`src/sv/dsef_pkg.sv`:
```
// ----------------------------------------------------------------------------
// dsef_pkg
// Shared types and constants for the dual slew envelope follower.
// ----------------------------------------------------------------------------
package dsef_pkg;

   localparam int FRAC_BITS   = 16;
   localparam int CV_LIMIT    = 30720;
   localparam int TRIG_LEVEL  = 4096;
   localparam int WARN_LEVEL  = 20460;
   localparam int FALL_SNAP   = 2 << FRAC_BITS;
   localparam int ROUND_SHIFT = 30;

   localparam logic [29:0]        RISE_STEP_RESET = 30'd26090000;
   localparam logic [29:0]        FALL_STEP_RESET = 30'd4129000;
   localparam logic signed [16:0] GAIN_RESET      = 17'sd16384;
   localparam logic signed [15:0] OFFSET_RESET    = 16'sd0;

   typedef enum logic [2:0] {
      REG_RISE_STEP_A = 3'd0,
      REG_FALL_STEP_A = 3'd1,
      REG_GAIN_A      = 3'd2,
      REG_OFFSET_A    = 3'd3,
      REG_RISE_STEP_B = 3'd4,
      REG_FALL_STEP_B = 3'd5,
      REG_GAIN_B      = 3'd6,
      REG_OFFSET_B    = 3'd7
   } dsef_reg_type;

   typedef struct packed {
      logic [29:0]        rise_step;
      logic [29:0]        fall_step;
      logic signed [16:0] gain;
      logic signed [15:0] offset;
   } dsef_cfg_type;

   // stage load strobes, one per pipeline register
   typedef struct packed {
      logic ld_in;
      logic ld_slew;
      logic ld_mult;
      logic ld_out;
   } dsef_ctl_type;

endpackage

```
`src/sv/dsef_channel.sv`:
```
// ----------------------------------------------------------------------------
// dsef_channel
// One channel: slew-limited follower, gain multiply, round, offset, clamp.
// ----------------------------------------------------------------------------
module dsef_channel import dsef_pkg::*; (
   input  logic               clock,
   input  logic               reset,
   input  dsef_ctl_type       ctl,
   input  dsef_cfg_type       cfg,
   input  logic signed [15:0] sample,
   input  logic               connected,
   output logic signed [15:0] cv,
   output logic               trig,
   output logic               warn,
   output logic signed [15:0] level
);

   // input stage
   logic signed [15:0] sample_ff;
   logic               conn1_ff;

   // slew stage
   logic signed [32:0] follower_ff, follower_in;
   logic signed [32:0] fol2_ff;
   logic               conn2_ff, warn2_ff;

   // multiply stage
   logic signed [49:0] prod_ff, prod_in;
   logic               conn3_ff, warn3_ff;
   logic signed [15:0] level3_ff;

   // output stage
   logic signed [15:0] held_cv_ff;
   logic               held_trig_ff;
   logic signed [15:0] cv_ff;
   logic               trig_ff, warn_ff;
   logic signed [15:0] level_ff;

   logic signed [34:0] target, fol_ext, diff, rise_sum, fall_dif, nf;
   logic signed [50:0] biased;
   logic signed [20:0] rnd;
   logic signed [21:0] sum;
   logic signed [15:0] cv_new;
   logic               trig_new;

   always_comb begin
      target   = {{3{sample_ff[15]}}, sample_ff, 16'h0000};
      fol_ext  = {{2{follower_ff[32]}}, follower_ff};
      diff     = target - fol_ext;
      rise_sum = fol_ext + $signed({5'b0, cfg.rise_step});
      fall_dif = fol_ext - $signed({5'b0, cfg.fall_step});
      if (diff > 35'sd0) begin
         nf = (rise_sum >= target) ? target : rise_sum;
      end else if (diff < 35'sd0) begin
         nf = ((fall_dif - target) <= 35'(FALL_SNAP)) ? target : fall_dif;
      end else begin
         nf = target;
      end
      follower_in = nf[32:0];
   end

   assign prod_in = 50'(fol2_ff) * 50'(cfg.gain);

   always_comb begin
      biased = {prod_ff[49], prod_ff} + (51'sd1 <<< (ROUND_SHIFT - 1));
      rnd    = biased[50:ROUND_SHIFT];
      sum    = {rnd[20], rnd} + {{6{cfg.offset[15]}}, cfg.offset};
      if (sum > 22'(CV_LIMIT)) begin
         cv_new = 16'(CV_LIMIT);
      end else if (sum < -22'(CV_LIMIT)) begin
         cv_new = -16'(CV_LIMIT);
      end else begin
         cv_new = sum[15:0];
      end
      trig_new = (cv_new >= 16'(TRIG_LEVEL));
   end

   always_ff @(posedge clock) begin
      if (ctl.ld_in) begin
         sample_ff <= sample;
         conn1_ff  <= connected;
      end
      if (ctl.ld_slew) begin
         fol2_ff  <= follower_in;
         conn2_ff <= conn1_ff;
         warn2_ff <= (sample_ff >= 16'(WARN_LEVEL));
      end
      if (ctl.ld_mult) begin
         prod_ff   <= prod_in;
         conn3_ff  <= conn2_ff;
         warn3_ff  <= warn2_ff;
         level3_ff <= fol2_ff[31:16];
      end
      if (ctl.ld_out) begin
         cv_ff    <= conn3_ff ? cv_new : held_cv_ff;
         trig_ff  <= conn3_ff ? trig_new : held_trig_ff;
         warn_ff  <= warn3_ff;
         level_ff <= level3_ff;
      end
   end

   always_ff @(posedge clock) begin
      if (reset) begin
         follower_ff  <= '0;
         held_cv_ff   <= '0;
         held_trig_ff <= 1'b0;
      end else begin
         if (ctl.ld_slew) begin
            follower_ff <= follower_in;
         end
         if (ctl.ld_out && conn3_ff) begin
            held_cv_ff   <= cv_new;
            held_trig_ff <= trig_new;
         end
      end
   end

   assign cv    = cv_ff;
   assign trig  = trig_ff;
   assign warn  = warn_ff;
   assign level = level_ff;

endmodule

```
`src/sv/dual_slew_envelope_follower_unit.sv`:
```
// ----------------------------------------------------------------------------
// dual_slew_envelope_follower_unit
// Two-channel linear slew limiter with gain, offset, clamp and level flags.
//
//   channel  dir  fields
//   req_*    in   tdata: sample_a, sample_b; tuser: connected_a, connected_b
//   rsp_*    out  tdata: cv_a, cv_b, trig_a, trig_b, warn_a, warn_b,
//                        level_a, level_b
//   csr_*    in   APB register port, eight registers at 4*i
//
// One item per cycle sustained while rsp_tready holds; four register stages
// (input, slew, multiply, output), each passed in turn before rsp_tvalid rises.
// The follower update is the only loop and closes within the slew stage.
// Each stage fills when empty, so bubbles close up while rsp is stalled.
// Synchronous reset clears followers, held cv/trig, valids; presets registers.
// ----------------------------------------------------------------------------
module dual_slew_envelope_follower_unit import dsef_pkg::*; (
   input  logic        clock,
   input  logic        reset,
   input  logic        req_tvalid,
   output logic        req_tready,
   input  logic [31:0] req_tdata,   // [15:0] sample_a, [31:16] sample_b
   input  logic [1:0]  req_tuser,   // [0] connected_a, [1] connected_b
   output logic        rsp_tvalid,
   input  logic        rsp_tready,
   output logic [71:0] rsp_tdata,   // [15:0] cv_a, [31:16] cv_b, [32] trig_a,
                                    // [33] trig_b, [34] warn_a, [35] warn_b,
                                    // [51:36] level_a, [67:52] level_b, zero pad
   input  logic        csr_psel,
   input  logic        csr_penable,
   input  logic        csr_pwrite,
   input  logic [4:0]  csr_paddr,
   input  logic [31:0] csr_pwdata,
   output logic [31:0] csr_prdata,
   output logic        csr_pready
);

   dsef_cfg_type cfg_a_ff, cfg_b_ff;
   dsef_ctl_type ctl;
   dsef_reg_type reg_sel;
   logic         csr_wr;

   logic v1_ff, v2_ff, v3_ff, vo_ff;
   logic v1_in, v2_in, v3_in, vo_in;
   logic rdy_o, rdy3, rdy2, rdy1;
   logic acc, mv1, mv2, mv3;

   logic signed [15:0] cv_a, cv_b, level_a, level_b;
   logic               trig_a, trig_b, warn_a, warn_b;

   // ---- register port ----
   assign csr_pready = 1'b1;
   assign reg_sel    = dsef_reg_type'(csr_paddr[4:2]);
   assign csr_wr     = csr_psel && csr_penable && csr_pwrite && csr_pready;

   always_ff @(posedge clock) begin
      if (reset) begin
         cfg_a_ff <= '{RISE_STEP_RESET, FALL_STEP_RESET, GAIN_RESET, OFFSET_RESET};
         cfg_b_ff <= '{RISE_STEP_RESET, FALL_STEP_RESET, GAIN_RESET, OFFSET_RESET};
      end else if (csr_wr) begin
         unique case (reg_sel)
            REG_RISE_STEP_A: cfg_a_ff.rise_step <= csr_pwdata[29:0];
            REG_FALL_STEP_A: cfg_a_ff.fall_step <= csr_pwdata[29:0];
            REG_GAIN_A:      cfg_a_ff.gain      <= csr_pwdata[16:0];
            REG_OFFSET_A:    cfg_a_ff.offset    <= csr_pwdata[15:0];
            REG_RISE_STEP_B: cfg_b_ff.rise_step <= csr_pwdata[29:0];
            REG_FALL_STEP_B: cfg_b_ff.fall_step <= csr_pwdata[29:0];
            REG_GAIN_B:      cfg_b_ff.gain      <= csr_pwdata[16:0];
            REG_OFFSET_B:    cfg_b_ff.offset    <= csr_pwdata[15:0];
            default: ;
         endcase
      end
   end

   always_comb begin
      unique case (reg_sel)
         REG_RISE_STEP_A: csr_prdata = {2'b0, cfg_a_ff.rise_step};
         REG_FALL_STEP_A: csr_prdata = {2'b0, cfg_a_ff.fall_step};
         REG_GAIN_A:      csr_prdata = {{15{cfg_a_ff.gain[16]}}, cfg_a_ff.gain};
         REG_OFFSET_A:    csr_prdata = {{16{cfg_a_ff.offset[15]}}, cfg_a_ff.offset};
         REG_RISE_STEP_B: csr_prdata = {2'b0, cfg_b_ff.rise_step};
         REG_FALL_STEP_B: csr_prdata = {2'b0, cfg_b_ff.fall_step};
         REG_GAIN_B:      csr_prdata = {{15{cfg_b_ff.gain[16]}}, cfg_b_ff.gain};
         REG_OFFSET_B:    csr_prdata = {{16{cfg_b_ff.offset[15]}}, cfg_b_ff.offset};
         default:         csr_prdata = '0;
      endcase
   end

   // ---- pipeline flow control ----
   always_comb begin
      rdy_o = !vo_ff || rsp_tready;
      mv3   = v3_ff && rdy_o;
      rdy3  = !v3_ff || rdy_o;
      mv2   = v2_ff && rdy3;
      rdy2  = !v2_ff || rdy3;
      mv1   = v1_ff && rdy2;
      rdy1  = !v1_ff || rdy2;
      acc   = req_tvalid && rdy1;

      v1_in = acc || (v1_ff && !mv1);
      v2_in = mv1 || (v2_ff && !mv2);
      v3_in = mv2 || (v3_ff && !mv3);
      vo_in = mv3 || (vo_ff && !rsp_tready);

      ctl.ld_in   = acc;
      ctl.ld_slew = mv1;
      ctl.ld_mult = mv2;
      ctl.ld_out  = mv3;
   end

   always_ff @(posedge clock) begin
      if (reset) begin
         v1_ff <= 1'b0;
         v2_ff <= 1'b0;
         v3_ff <= 1'b0;
         vo_ff <= 1'b0;
      end else begin
         v1_ff <= v1_in;
         v2_ff <= v2_in;
         v3_ff <= v3_in;
         vo_ff <= vo_in;
      end
   end

   assign req_tready = rdy1;
   assign rsp_tvalid = vo_ff;

   dsef_channel u_chan_a (
      .clock     (clock),
      .reset     (reset),
      .ctl       (ctl),
      .cfg       (cfg_a_ff),
      .sample    (req_tdata[15:0]),
      .connected (req_tuser[0]),
      .cv        (cv_a),
      .trig      (trig_a),
      .warn      (warn_a),
      .level     (level_a)
   );

   dsef_channel u_chan_b (
      .clock     (clock),
      .reset     (reset),
      .ctl       (ctl),
      .cfg       (cfg_b_ff),
      .sample    (req_tdata[31:16]),
      .connected (req_tuser[1]),
      .cv        (cv_b),
      .trig      (trig_b),
      .warn      (warn_b),
      .level     (level_b)
   );

   assign rsp_tdata = {4'h0, level_b, level_a, warn_b, warn_a, trig_b, trig_a, cv_b, cv_a};

   // ---- assertions ----
   a_out_from_stage3: assert property (@(posedge clock) disable iff (reset)
      $rose(rsp_tvalid) |-> $past(v3_ff))
      else $error("result appeared without an item in the multiply stage");

   a_cv_range: assert property (@(posedge clock) disable iff (reset)
      rsp_tvalid |-> (cv_a <= 16'sd30720 && cv_a >= -16'sd30720 &&
                      cv_b <= 16'sd30720 && cv_b >= -16'sd30720))
      else $error("cv outside clamp range");

   a_trig_matches_cv: assert property (@(posedge clock) disable iff (reset)
      rsp_tvalid |-> (trig_a == (cv_a >= 16'sd4096) && trig_b == (cv_b >= 16'sd4096)))
      else $error("trig disagrees with cv");

   a_stall_has_item: assert property (@(posedge clock) disable iff (reset)
      !req_tready |-> (v1_ff && v2_ff && v3_ff && vo_ff))
      else $error("input stalled while a stage is empty");

endmodule

```
`config.mk`:
```
export PLATFORM = sky130hd
export DESIGN_NAME = dual_slew_envelope_follower_unit
export DESIGN_NICKNAME = d
export VERILOG_FILES = /design/src/sv/dsef_pkg.sv /design/src/sv/dsef_channel.sv /design/src/sv/dual_slew_envelope_follower_unit.sv
export SDC_FILE = /design/constraint.sdc
export NUM_CORES = 2
export LEC_CHECK = 0
export BUFFER_PORTS_ARGS = -buffer_cell sky130_fd_sc_hd__buf_2
export CORE_AREA = 2 2 369 335
export DETAILED_ROUTE_END_ITERATION = 10
export DIE_AREA = 0 0 371 337
export PLACE_DENSITY = 0.88
export SLEW_MARGIN = 15
export SYNTH_ARGS = -nofsm -noshare
export SYNTH_HDL_FRONTEND = slang
export SYNTH_SLANG_ARGS = --single-unit
```
`constraint.sdc`:
```
create_clock -name clock -period 13.1 [get_ports clock]
set_clock_uncertainty 0.2 [all_clocks]
set_input_delay 3.93 -clock clock [delete_from_list [all_inputs] [get_ports clock]]
set_output_delay 3.93 -clock clock [all_outputs]
set_load 0.01 [all_outputs]
```
==> flow_summary.ini <==
[grt]
antenna_found_initial = 33
grt_pass1_wl_um = 344000
grt.busiest_layer = met2
use_met1_pct = 46.8
first_global_vias = 62100
track_usage_pct = 35.5
met2_usage_pct = 53.6
grt_start_max_net_pins = 81
met3_usage_pct = 11.9
grt-ovfl-total = 0

[die]
pin_count = 185
dieArea_um2 = 125000
core_um2 = 122000
die_x_um = 371
num_rows = 122
floorplan.initialDensity_pct = 59.4
die_h_um = 337

[finish]
final_cell_mix = inv_1, nand2_1, fa_1
fin_area_um2 = 76200
final_common_cell = inv_1
multi_input_area_um2 = 52100
fillers = 9669
regArea_um2 = 13300
synthToLayoutAreaGrowth_pct = 5.39
drive_gt1_share_pct = 5.70
final_nets = 9754

[timing]
fmaxAchievable_mhz = 92.5
slew_headroom_pct = 18.7
period_share_pct = 82.5
hold_viol_final = 0
rsz0062_at_grt = false
final-max-slew-violation-count = 0
setup-tns-final_ns = 0
tightestPinTransition_ns = 1.22
layout_min_cycle_time_ns = 10.81
setup_viol = 0

[placement]
io_buffers = 175
dp_hpwl_um = 166000
place_congestion = 1.03
post_dp_cell_area_um2 = 74200

[hold_path]
hold_class = reg2reg

[clock_tree]
clock_latency_ns = 0.72
clock_path_buffers = 3
cts.htree.levels = 2
cts_root_buf = clkbuf_16
cts_tree = done
post_cts_resized = 0
cts.clk_slew.worst_paths_ns = 0.06
numCtsBuffers = 59
cts_hold_buf = 0
post_cts_buffers = 0
clock_sinks = 540

[setup_path]
cp-start-kind = primary input
crit_arrival_ns = 6.68
endpoint_kind = output pin
crit_fanout = 26
cp.required_ns = 8.97
critical_path_class = in2out

[synth]
ys_ff_latch = 540
netlist.top_cell.by_area = fa_1
synthSimpleGateAreaFrac_pct = 17.0
muxShareOfSynthArea_pct = 1.13
synth-compound-area-share_pct = 12.6
yosys.area.top_type_share_pct = 29.9
seq_area_frac_synth_pct = 18.4
synth_edf_count = 250
synth.avg_cell_area_um2 = 8.82
synthArstFlopShare_pct = 0
syn_inst = 8194
synth_xor_area_share_pct = 2.75
ys_types = 100
synth_top_family_by_area = adder cells
synthAdderAreaFrac_pct = 38.4
syn-cell-area_um2 = 72300
ys.flop_type = dfxtp_1
yosys_warnings = 0
synth.top_cells.by_area = fa_1, edfxtp_1, ha_1

[routing]
drt_wl_total_um = 221000
drt_first_pass_iters = 10
vias = 61100
drc = 0
drt-wirelength-per-cell_um = 22.6
ant_nets = 0
via_per_inst = 6.25
first_iter_violations = 7458

[status]
outcome = finished, final reports clean

[pwr]
leakage_nw = 34.8
powerDensity_nw_per_um2 = 82.0
ir_drop_v = 0.000114

[flow_run]
maxCapViolCount = 0
registers in the layout, summed over array words and instances (netlist names), 21 cells and up:
signal and flops:
u_chan_a.follower_ff 33, u_chan_a.prod_ff 21, u_chan_b.fol2_ff 33, cfg_a_ff 93, u_chan_b.follower_ff 33, cfg_b_ff 93, u_chan_b.prod_ff 21, u_chan_a.fol2_ff 33
routing by layer:
metal	vias to the layer above	part of all wire (%)
met5	-	0.12
met4	32	5.0
met3	838	14
met2	4146	43
met1	29700	37
li1	26300	-
kinds of logic (layout without fill, tap and decap cells):
| family | Yosys count | count (layout) |
|---|---|---|
| AND/OR/NAND/NOR | 2597 | 2597 |
| buffers and inverters | 1832 | 1788 |
| adder cells (fa/ha/maj) | 1574 | 1574 |
| AO/OA/AOI/OAI | 1356 | 1356 |
| flip-flops | 540 | 540 |
| XOR/XNOR | 227 | 227 |
| multiplexers | 66 | 66 |
| other | 2 | 16 |
worst max-delay path, cell delays in order:
cell and delay (ns):
buf_2 0.44, nor2b_1 0.96, a22oi_1 0.17, o22ai_1 0.22, a21oi_1 0.08, a21oi_1 0.61
buf_2 0.25
power by group:
group          leakage [nW]  total [W]  internal [W]  switching (W)
registers              4.69    0.00213       0.00189       0.000232
logic                  29.1    0.00239      0.000872        0.00152
clock network         0.980    0.00173      0.000926       0.000806
total                  34.8    0.00624       0.00369        0.00255
path summary, 6_finish.rpt:
| check | startpoint | endpoint | slack [ns] | cells after the start |
|---|---|---|---|---|
| worst max-delay path | csr_paddr[2] | csr_prdata[5] | 2.29 | 7 |
| worst max register to register | cfg_a_ff[32]$_SDFFE_PP0P_ | u_chan_a.prod_ff[46]$_DFFE_PP_ | 4.10 | 24 |
| worst min register to register | u_chan_b.level3_ff[11]$_DFFE_PP_ | u_chan_b.level[11]$_DFFE_PP_ | 0.22 | 0 |
| worst min-delay path | u_chan_b.level3_ff[11]$_DFFE_PP_ | u_chan_b.level[11]$_DFFE_PP_ | 0.22 | 0 |
through the flow:
step | setup WS [ns] | utilization, % | total power (W) | hold WS [ns] | std cells
6_report | 2.29 | 62.6 | 0.00624 | 0.217 | 9776
5_1_grt | 2.28 | 62.6 | 0.00650 | 0.227 | 9768
4_1_cts | 2.23 | 62.6 | 0.00614 | 0.219 | 9765
3_5_place_dp | 2.23 | 61.0 | 0.00442 | 0.205 | 9653
3_3_place_gp | 2.26 | 61.0 | 0.00435 | 0.202 | 9653
2_1_floorplan | 2.58 | - | 0.00365 | 0.200 | 8197
cells in the mapped netlist, types with 27 or more instances:
cell type / number
and2_1: 430
inv_1: 1435
fa_1: 1078
nand2b_1: 67
nor2b_1: 49
or3_1: 37
dfxtp_1: 290
and3_1: 31
nor2_1: 306
xor2_1: 70
o21a_1: 96
nand3_1: 143
o21ai_0: 189
clkbuf_1: 346
a21oi_1: 423
nand4_1: 54
nor3_1: 84
a211oi_1: 44
a31oi_1: 48
edfxtp_1: 250
or2_2: 35
nand2_1: 1239
xnor2_1: 157
nor4_1: 30
mux2i_1: 42
a32o_1: 27
ha_1: 496
a21o_1: 92
o211ai_1: 57
area by class of cell:
type                            instances  area share (%)
Multi-Input combinational cell       5825            68.4
Sequential cell                       540            17.5
Inverter                             1436            7.08
Tap cell                             1612            2.65
Clock buffer                           75            2.22
Timing Repair Buffer                  240            1.81
Clock inverter                         37           0.351
Antenna cell                           11          0.0361
Note: power is estimated with default switching activity, not from simulation.
